==> src/sv/acs_pkg.sv <==
`default_nettype none

package acs_pkg;

   localparam int unsigned PC_W        = 13;
   localparam int unsigned WORD_W      = 16;
   localparam int unsigned LOAD_ADDR_W = 12;
   localparam int unsigned BYTE_W      = 8;
   localparam int unsigned FIELD_W     = 12;
   localparam int unsigned OPC_W       = 4;
   localparam int unsigned ALU_SEL_W   = 2;

   localparam logic REQ_LOAD = 1'b0;
   localparam logic REQ_STEP = 1'b1;

   localparam logic [OPC_W-1:0] OP_ADD_ABS = 4'd0;
   localparam logic [OPC_W-1:0] OP_ADD_IND = 4'd1;
   localparam logic [OPC_W-1:0] OP_JUMP    = 4'd2;
   localparam logic [OPC_W-1:0] OP_END     = 4'd3;

   localparam logic [ALU_SEL_W-1:0] ALU_INC_PC  = 2'd0;
   localparam logic [ALU_SEL_W-1:0] ALU_INC_MAR = 2'd1;
   localparam logic [ALU_SEL_W-1:0] ALU_STEP_PC = 2'd2;
   localparam logic [ALU_SEL_W-1:0] ALU_ACC     = 2'd3;

   typedef struct packed {
      logic [ALU_SEL_W-1:0] sel;
      logic [PC_W-1:0]      pc;
      logic [WORD_W-1:0]    mar;
      logic [WORD_W-1:0]    ac;
      logic [WORD_W-1:0]    x;
   } acs_alu_in_type;

endpackage

`default_nettype wire

==> src/sv/acs_alu.sv <==
`default_nettype none

module acs_alu import acs_pkg::*; (
   input  wire acs_alu_in_type    alu_in,
   output logic [WORD_W-1:0]      sum
);

   logic [WORD_W-1:0] op_a;
   logic [WORD_W-1:0] op_b;
   logic [WORD_W-1:0] pc_ext;

   assign pc_ext = {{(WORD_W-PC_W){1'b0}}, alu_in.pc};

   always_comb begin
      case (alu_in.sel)
         ALU_INC_PC: begin
            op_a = pc_ext;
            op_b = WORD_W'(1);
         end
         ALU_INC_MAR: begin
            op_a = alu_in.mar;
            op_b = WORD_W'(1);
         end
         ALU_STEP_PC: begin
            op_a = pc_ext;
            op_b = WORD_W'(2);
         end
         ALU_ACC: begin
            op_a = alu_in.ac;
            op_b = alu_in.x;
         end
         default: begin
            op_a = '0;
            op_b = '0;
         end
      endcase
   end

   assign sum = op_a + op_b;

endmodule

`default_nettype wire

==> config.mk <==
export PLATFORM = sky130hd
export DESIGN_NAME = acs_alu
export DESIGN_NICKNAME = d
export VERILOG_FILES = /design/src/sv/acs_pkg.sv /design/src/sv/acs_alu.sv
export SDC_FILE = /design/constraint.sdc
export NUM_CORES = 1
export LEC_CHECK = 0
export ABC_AREA = 1
export BUFFER_PORTS_ARGS = -buffer_cell sky130_fd_sc_hd__buf_2
export CORE_ASPECT_RATIO = 1.4
export CORE_MARGIN = 4
export CORE_UTILIZATION = 25
export DETAILED_ROUTE_END_ITERATION = 8
export GPL_ROUTABILITY_DRIVEN = 0
export GPL_TIMING_DRIVEN = 0
export PLACE_DENSITY = 0.62
export SYNTH_ARGS = -nofsm -noshare
export SYNTH_HDL_FRONTEND = slang
export SYNTH_SLANG_ARGS = --single-unit
==> constraint.sdc <==
create_clock -name vclk -period 4
set_input_delay 0.4 -clock vclk [all_inputs]
set_output_delay 0.4 -clock vclk [all_outputs]
set_load 0.01 [all_outputs]
Yosys cells after proc, flatten, opt, wreduce, memory -nomap -nowiden

Index checks and enable logic that the tools add are counted.

Bits in registers: 0
Input port bits: 63
Output and inout port bits: 16
Logic and storage cells: 9

Add/subtract/negate cells: 1
Equality and inequality tests: 3
Muxes and demuxes: 2
Reduce and logical (&&, ||, !) cells: 3

Operators by type and width:

| kind               | count |
|---|---|
| $pmux 16 s3        | 2 |
| $add 16x16->16     | 1 |
| $eq 2x2->1 const B | 2 |
| $reduce_or 2->1    | 2 |
| $eq 2x1->1 const B | 1 |
| $logic_not 2->1    | 1 |

Longest topological paths before layout

Gate-level depths: netlist of run 1.

Depth in word-level cells: 4
Mapped depth: 15

Worst setup path before layout of run 1

OpenSTA, ideal clock, no wires.

Path kind: input -> output
Start point: input alu_in[61] (netlist name)
End point: output sum[15]
Data arrival time: 1.918 ns
Required time: 3.600 ns
Setup slack: 1.682 ns
Stages on the path: 13
Cells stage by stage: nand2_2 > clkinv_1 > buf_4 > nand2_1 > nand3_1 > ha_1 > nand2_1 > inv_1 > nand2_1 > nand2_1 > a21oi_1 > nand3_1 > nand2_1

Word-level cells in the longest chain between the ends: 4

Ends and longest elaborated chain:

| what                               | line          | RTL |
|---|---|---|
| start, declared                    | acs_alu.sv:4  | `input wire acs_alu_in_type alu_in,` |
| $eq 2x2->1 (tied with other cells) | acs_alu.sv:15 | `case (alu_in.sel)` |
| $reduce_or 2->1 (no line)          | n/a           |  |
| $pmux 16 s3                        | acs_alu.sv:15 |  |
| $add 16x16->16 *                   | acs_alu.sv:39 | `assign sum = op_a + op_b;` |
| end, declared                      | acs_alu.sv:5  | `output logic [WORD_W-1:0] sum` |

Every way passes the cells marked *; elsewhere a longest branch is shown, timed or not.

Worst setup path after layout of run 1

Start point: input alu_in[62] (netlist name)
End point: output sum[15]

The elaborated chain is that of the path after synthesis.

==> key figures, run 1 <==
Run status
  • Status: finished, final reports clean

Timing
  • Max Slew Vio Count: 0
  • Final setup viols: 0
  • Fin crit period: 2.86 ns
  • WHS: 1.20 ns
  • Fin. Hold Viols: 0
  • Fmax: 0.350 GHz
  • Max transition margin: 0.670
  • Final TNS setup: 0 ns
  • Period utilization: 0.715
  • Worst-margin pin slew: about 0.5 ns
  • Unrepaired setup endpoints after global routing: no

Cells and area
  • Area Overhead vs Synth: 36.2%
  • Commonest non-fill, non-tap cells in the layout: nand2_1 (120), buf_2 (80), inv_1 (56)
  • Commonest non-fill, non-tap cell in the layout: nand2_1
  • Net count, final: 437
  • Post-route non-filler standard cell count: 422
  • # clk buffers: 0
  • Layout cell share with drive strength beyond 1: 0.247
  • Register area: 0 µm²
  • Num sequential: 0
  • Antenna Cells: 0

Die
  • Starting density of the core: 0.256
  • # IOs: just under 80
  • Row count: 31
  • Full die area: about 6500 µm²
  • Core area: 5160 µm²
  • Die Height: 94.0 µm
  • Die extent in x: approximately 69 µm

Route
  • DR WL/cell: about 9.8 µm
  • Post-route ant nets: 0
  • Initial drt markers: 51
  • 1st-pass router iterations: 4
  • Residual DRC: 0
  • Vias per std cell: 4.25
  • Post-Route WL: 4120 µm
  • DR vias: approximately 1800

Global route
  • Vias in the first global route: approximately 1700
  • First-pass GRT wire length: 7090 µm
  • Total Routing Usage GR: 0.126
  • Number of antenna violations at the first check in global routing: 0
  • Largest net degree at the start of global routing: 11
  • Total grt overflow: 0

Job
  • Max-cap violations: 0

Yosys
  • Netlist cell types: 26
  • Syn avg cell area: 4.77 µm²
  • Synthesis Warnings: 0
  • Post-synthesis sequential area ratio: 0
  • Synth Cell Area: 1320 µm²
  • Cells after synthesis: 277
  • Syn Nets: 356

Critical path
  • Crit path DAT: 2.46 ns
  • CP required: about 3.6 ns
  • CP startpoint kind: input pin
  • Crit path max fanout: 10
  • Worst Setup End Kind: output port
  • Crit-path cells: buf_2 -> nand2_2 -> clkinv_1 -> buf_4 -> nand2_1 -> nand3_1 -> ha_1 -> nand2_1 -> inv_1 -> a21oi_1 -> nand2_1 -> nand2_1 -> nand2_1 -> nand2_1 -> nand2_1 -> buf_2
  • Crit-path most repeated cell: nand2_1
  • Slowest cell on crit path: ha_1
  • CP peak stage delay: about 0.36 ns
  • Critical path class: in2out
  • CP Launch Point: alu_in[62]

Pwr
  • Total Power: roughly 0.00023 W
  • Pwr dens: 129 nW/µm²
  • Leakage power: around 1.2 nW
  • VDD IR max: ~0.071 mV

Clocking
  • Cts repair resizes: 0
  • Post-CTS Setup Bufs: 0
  • # hold bufs at CTS: 0

Placed design
  • # port buffers: 79
  • Cells after DPL: 422
  • Post-DP HPWL: 3650 µm

Hold path
  • Hold Crit Start: alu_in[0]
  • Hold WC Path Type: in2out
## stage by stage
step	instance area, µm²	setup WS (ns)	utilization
4_1_cts	1800	1.10	0.349
5_1_grt	1800	0.877	0.349
6_report	1800	1.14	0.349
2_1_floorplan	1320	1.68	-
3_5_place_dp	1800	1.10	0.349
3_3_place_gp	1800	1.11	0.349
## cell families after synthesis
kind of cell	after synthesis	synth area share
adder cells (fa/ha/maj)	16	0.157
buffers and inverters	62	0.180
XOR/XNOR	7	0.0464
AO/OA/AOI/OAI	15	0.0692
AND/OR/NAND/NOR	177	0.547
## Yosys cell counts, drive strengths merged
| cell | count | area [µm²] |
|---|---|---|
| nand2 | 122 | 463 |
| inv | 57 | 214 |
| nor2 | 25 | 101 |
| nand3 | 22 | 110 |
| ha | 15 | 188 |
| a21oi | 10 | 53.8 |
| xor2 | 4 | 35.0 |
| buf | 3 | 16.3 |
| nand4 | 3 | 18.8 |
| nor3 | 3 | 15.0 |
| xnor2 | 3 | 26.3 |
| a22o | 2 | 17.5 |
| o21ai | 2 | 13.8 |
| clkbuf | 1 | 3.75 |
| clkinv | 1 | 3.75 |
| fa | 1 | 20.0 |
| nand3b | 1 | 7.51 |
| o22ai | 1 | 6.26 |
| or2 | 1 | 6.26 |
## routing by layer
layer,part of all wire,wire length (µm),track usage,vias to the layer above
li1,-,-,-,1001
met5,0,0,0,-
met4,0.0090,37,0.0114,0
met2,0.52,2160,0.266,46
met3,0.053,219,0.0171,4
met1,0.41,1710,0.132,744
## critical path: cells and delay by family
kind | cells | cell delay [ns]
and+or+nand+nor | 9 | 0.79
adders and majority gates | 1 | 0.36
AOI/OAI and AO/OA | 1 | 0.13
buffers and inverters | 5 | 0.76
## worst paths after layout
path                       to  slack (ns)  cells past startpoint
worst max-delay path  sum[15]        1.14                     16
worst min-delay path   sum[0]        1.20                      5
## final cells by class
type / instances / area, µm²
Inverter: 58 / 218
Multi-Input combinational cell: 215 / 1080
Fill cell: 627 / 3360
Tap cell: 66 / 82.6
Buffer: 4 / 20.0
Timing Repair Buffer: 79 / 395
## report_power, final
group | leakage, nW | switching [W] | internal [W] | total [W]
clock network | 0 | 0 | 0 | 0
registers | 0 | 0 | 0 | 0
logic | 1.24 | 0.000133 | 0.0000986 | 0.000231
(Power assumes the default switching activity.)
==> inputs of run 2 (changes only) <==
- PLACE_DENSITY: 0.62 -> 0.64
- clock period: 4 -> 2.35 ns (I/O delays scaled with it)
==> key figures, run 2 (synthesized netlist as in run 1, its figures left out) <==
Timing
  • WHS: approximately 0.9 ns
  • Worst-margin pin slew: 0.331 ns
  • Setup ws final: 0.0788 ns
  • Unrepaired setup endpoints after global routing: yes
  • Fin crit period: 2.27 ns
  • Fin. Hold Viols: 0
  • Final setup viols: 0
  • Max transition margin: 0.777
  • Period utilization: 0.966
  • Fmax: 0.440 GHz
  • Final TNS setup: 0 ns
  • Max Slew Vio Count: 0

Route
  • Vias per std cell: 4.37
  • DR WL/cell: 10.5 µm
  • Initial drt markers: 29
  • 1st-pass router iterations: 4
  • Post-Route WL: 4500 µm
  • Residual DRC: 0
  • Post-route ant nets: 0
  • DR vias: 1878

Job
  • Max-cap violations: 0

Pwr
  • Switch Pwr: roughly 0.00026 W
  • VDD IR max: 0.118 mV
  • Pwr dens: ~230 nW/µm²
  • Total Power: 0.000471 W
  • Part of the power in the clock network: 0
  • Sw Ratio: 0.542
  • Gate power share: 1.000
  • Cell Int Power: 0.000216 W
  • Sequential Power Share: 0
  • Leakage power: 1.31 nW

Placed design
  • Worst slack, placed: -0.201 ns
  • # port buffers: 79
  • Post-DP HPWL: 3700 µm

Critical path
  • Family with the most delay on the worst path: simple AND/OR/NAND/NOR gates
  • Crit path DAT: 2.04 ns
  • Slowest cell on crit path: fa_2
  • Worst path bufs/invs: 6
  • Crit-path most repeated cell: nand2_1
  • CP required: 2.12 ns
  • Worst Setup End Kind: output port
  • Crit path max fanout: 5
  • CP peak stage delay: 0.39 ns
  • Crit-path cells: clkbuf_4 -> inv_4 -> nor2_4 -> inv_1 -> o22ai_1 -> nor2_1 -> ha_2 -> inv_2 -> fa_2 -> inv_2 -> nand4_1 -> nand2_2 -> nand2_1 -> nand2_1 -> nand2_1 -> nand2_1 -> buf_2
  • CP startpoint kind: input pin
  • Critical path class: in2out

Die
  • Row count: 31
  • Full die area: around 6500 µm²
  • Core area: 5160 µm²
  • Die Height: 94.0 µm
  • Starting density of the core: 0.256
  • Die extent in x: 69.4 µm
  • # IOs: 79

Cells and area
  • Commonest non-fill, non-tap cells in the layout: nand2_1 (116), buf_2 (78), inv_1 (54)
  • Net count, final: 445
  • Register area: 0 µm²
  • # clk buffers: 0
  • Layout cell share with drive strength beyond 1: 0.363
  • Area Overhead vs Synth: 58.5%
  • Filler cell count in the final layout: 589
  • Commonest non-fill, non-tap cell in the layout: nand2_1
  • Antenna Cells: 0
  • Num sequential: 0

Global route
  • Total grt overflow: 0
  • Total Routing Usage GR: 0.128
  • Largest net degree at the start of global routing: 11
  • Number of antenna violations at the first check in global routing: 0
  • First-pass GRT wire length: 7160 µm
  • Met1 usage: 0.134
  • Vias in the first global route: 1775
  • Busiest grt layer: met2
  • Met3 Usage GRT: 0.0118
  • GR Util met2: 0.282

Hold path
  • Hold WC Path Type: in2out

Run status
  • Status: finished, final reports clean
run 2: cell types whose count changed in the layout (fill, tap and decap cells not counted), moves of 3 or more:
cell	delta
buf_4	+7
a21oi_2	+3
nand3_2	+8
ha_1	-12
ha_4	+10
nand2_2	+3
nand3_1	-8
a21oi_1	-3
nand2_1	-4
run 2: stage by stage:
stage | instances | utilization | cell area, µm²
floorplan | 277 | - | 1320
global placement | 422 | 0.349 | 1800
detailed placement | 422 | 0.349 | 1800
CTS | 422 | 0.368 | 1900
global route | 430 | 0.406 | 2090
finish | 430 | 0.406 | 2090
run 2: worst paths after layout:
path	start	to	cells after the start
hold / removal	alu_in[16]	sum[0]	5
setup / recovery	alu_in[61]	sum[14]	17
run 2: routing by layer:
metal  part of all wire  wire length (µm)
met1               0.40              1810
met2               0.56              2500
met3              0.040               180
met4                  0                 0
met5                  0                 0
run 2: area by class of cell:
cell class	instances	area, µm²	area share
multi-input combinational	215	1290	0.618
timing repair buffer	87	458	0.219
inverter	58	223	0.106
tap	66	82.6	0.0395
buffer	4	35.0	0.0167
run 2: worst min-delay path, cell delays in order:
cell and delay, ns:
buf_2 0.07, nor2_1 0.03, nor2_1 0.09, ha_2 0.14, buf_2 0.12
run 2: power groups by stage:
stage / Clock, W / Sequential, W / Combinational, W
after CTS: 0 / 0 / 0.000431
after global placement: 0 / 0 / 0.000395
final: 0 / 0 / 0.000471
after detailed placement: 0 / 0 / 0.000400
after global routing: 0 / 0 / 0.000534
after floorplan: 0 / 0 / 0.000247
run 2: timing repair:
item / CTS / global route
hold buffers: 0 / 0
setup endpoints to repair: 12 / 12
resized for setup: 13 / 31
buffers inserted: 0 / 8
pin swaps: 0 / 14
endpoints found under the hold margin: 0 / 0
cloned: 0 / 0
==> inputs of run 3 (changes only) <==
- CORE_UTILIZATION: 25 -> 40
- PLACE_DENSITY: 0.64 -> 0.89
==> key figures, run 3 (synthesized netlist as in run 1, its figures left out) <==
Global route
  • Vias in the first global route: between 1500 and 2000
  • Number of antenna violations at the first check in global routing: 0
  • Total Routing Usage GR: 0.190
  • Total grt overflow: 0
  • Largest net degree at the start of global routing: 11
  • First-pass GRT wire length: 7060 µm

Route
  • Metal-1 WL: between 1500 and 2000 µm
  • Met2 WL: 2740 µm
  • DR WL/cell: approximately 12 µm
  • Vias per std cell: 4.96
  • Max Used Layer: met4
  • DR vias: about 2000
  • Initial drt markers: 73
  • Routed length on met3: 394 µm
  • Residual DRC: 0
  • Post-Route WL: around 5000 µm
  • Post-route ant nets: 0
  • 1st-pass router iterations: 5

Cells and area
  • Commonest non-fill, non-tap cell in the layout: nand2_1
  • Post-layout instance area: 2060 µm²
  • Area Overhead vs Synth: 56.3%
  • Register area: 0 µm²
  • Antenna Cells: 0
  • Num sequential: 0
  • # clk buffers: 0
  • Net count, final: 443
  • Core Util, Final: 0.654
  • Layout cell share with drive strength beyond 1: 0.365
  • Commonest non-fill, non-tap cells in the layout: nand2_1 (113), buf_2 (79), inv_1 (53)

Critical path
  • Crit path DAT: 2.13 ns
  • CP peak stage delay: 0.40 ns
  • Critical path class: in2out
  • Crit-path cells: buf_6 -> inv_4 -> nor2_4 -> inv_2 -> o22ai_2 -> nor2_1 -> ha_2 -> inv_2 -> fa_2 -> inv_2 -> nand4_1 -> nand2_2 -> buf_6 -> xor2_1 -> buf_2
  • Slowest cell on crit path: fa_2
  • Worst Setup End Kind: output port
  • CP required: between 2 and 2.5 ns
  • Crit path max fanout: 6
  • Crit-path most repeated cell: inv_2
  • Family with the most delay on the worst path: buffers and inverters
  • CP startpoint kind: input pin
  • Worst path bufs/invs: 7

Hold path
  • Hold WC Path Type: in2out

Run status
  • Failing checks: setup timing
  • Status: complete, but fails checks

Die
  • Starting density of the core: 0.419
  • Die Height: 76.0 µm
  • Core area: 3150 µm²
  • # IOs: 79
  • Full die area: 4300 µm²
  • Die extent in x: ~57 µm
  • Row count: 24

Timing
  • Fin. Hold Viols: 0
  • Setup ws final: -0.0164 ns
  • Max Slew Vio Count: 0
  • Final TNS setup: -0.0164 ns
  • Worst-margin pin slew: 0.348 ns
  • Fmax: ~0.42 GHz
  • Fin crit period: 2.37 ns
  • Final setup viols: 1
  • Period utilization: 1.01
  • Max transition margin: 0.766

Clocking
  • # hold bufs at CTS: 0

Pwr
  • VDD IR max: ~0.16 mV
  • Leakage power: 1.29 nW
  • Pwr dens: 236 nW/µm²

Placed design
  • Placed cell area: ~1800 µm²
  • Worst slack, placed: -0.196 ns
  • Post-DP HPWL: 3400 µm
  • # port buffers: 79

Job
  • Max-cap violations: 0
[run 3: final cells by class]
class	count	area, µm²
buffer	4	36.3
tap	39	48.8
fill	287	1090
inverter	58	223
timing repair buffer	85	457
multi-input combinational	215	1300
[run 3: worst min-delay path, cell delays in order]
cell	delay [ns]
buf_2	0.08
nand2_1	0.05
nand2_1	0.08
ha_2	0.16
buf_2	0.12
[run 3: path summary, 6_finish.rpt]
kind | from | to | slack (ns) | cells after the start
min | alu_in[0] | sum[0] | 0.95 | 5
max | alu_in[61] | sum[6] | -0.02 | 15
[run 3: per-stage QoR]
stage	power, W	std cells	hold slack [ns]
floorplan	0.000247	277	0.667
global placement	0.000385	395	0.880
detailed placement	0.000392	395	0.884
CTS	0.000407	397	0.888
global route	0.000537	401	0.973
finish	0.000487	401	0.954
[run 3: routing by layer]
layer  vias to the layer above  GRT usage
met3                        18     0.0203
met1                       871      0.196
met2                        90      0.380
met4                         0     0.0570
li1                       1009          -
met5                         -          0
[run 3: repair_timing]
item                                    in CTS  in global routing
pin swaps                                    2                  8
gates cloned                                 0                  1
buffers inserted                             2                  3
endpoints found under the setup margin      11                 11
resized for setup                            7                 45
[run 3: power by group]
part	internal [W]	switching [W]	total, W	leakage [nW]
clock network	0	0	0	0
registers	0	0	0	0
logic	0.000220	0.000268	0.000487	1.29
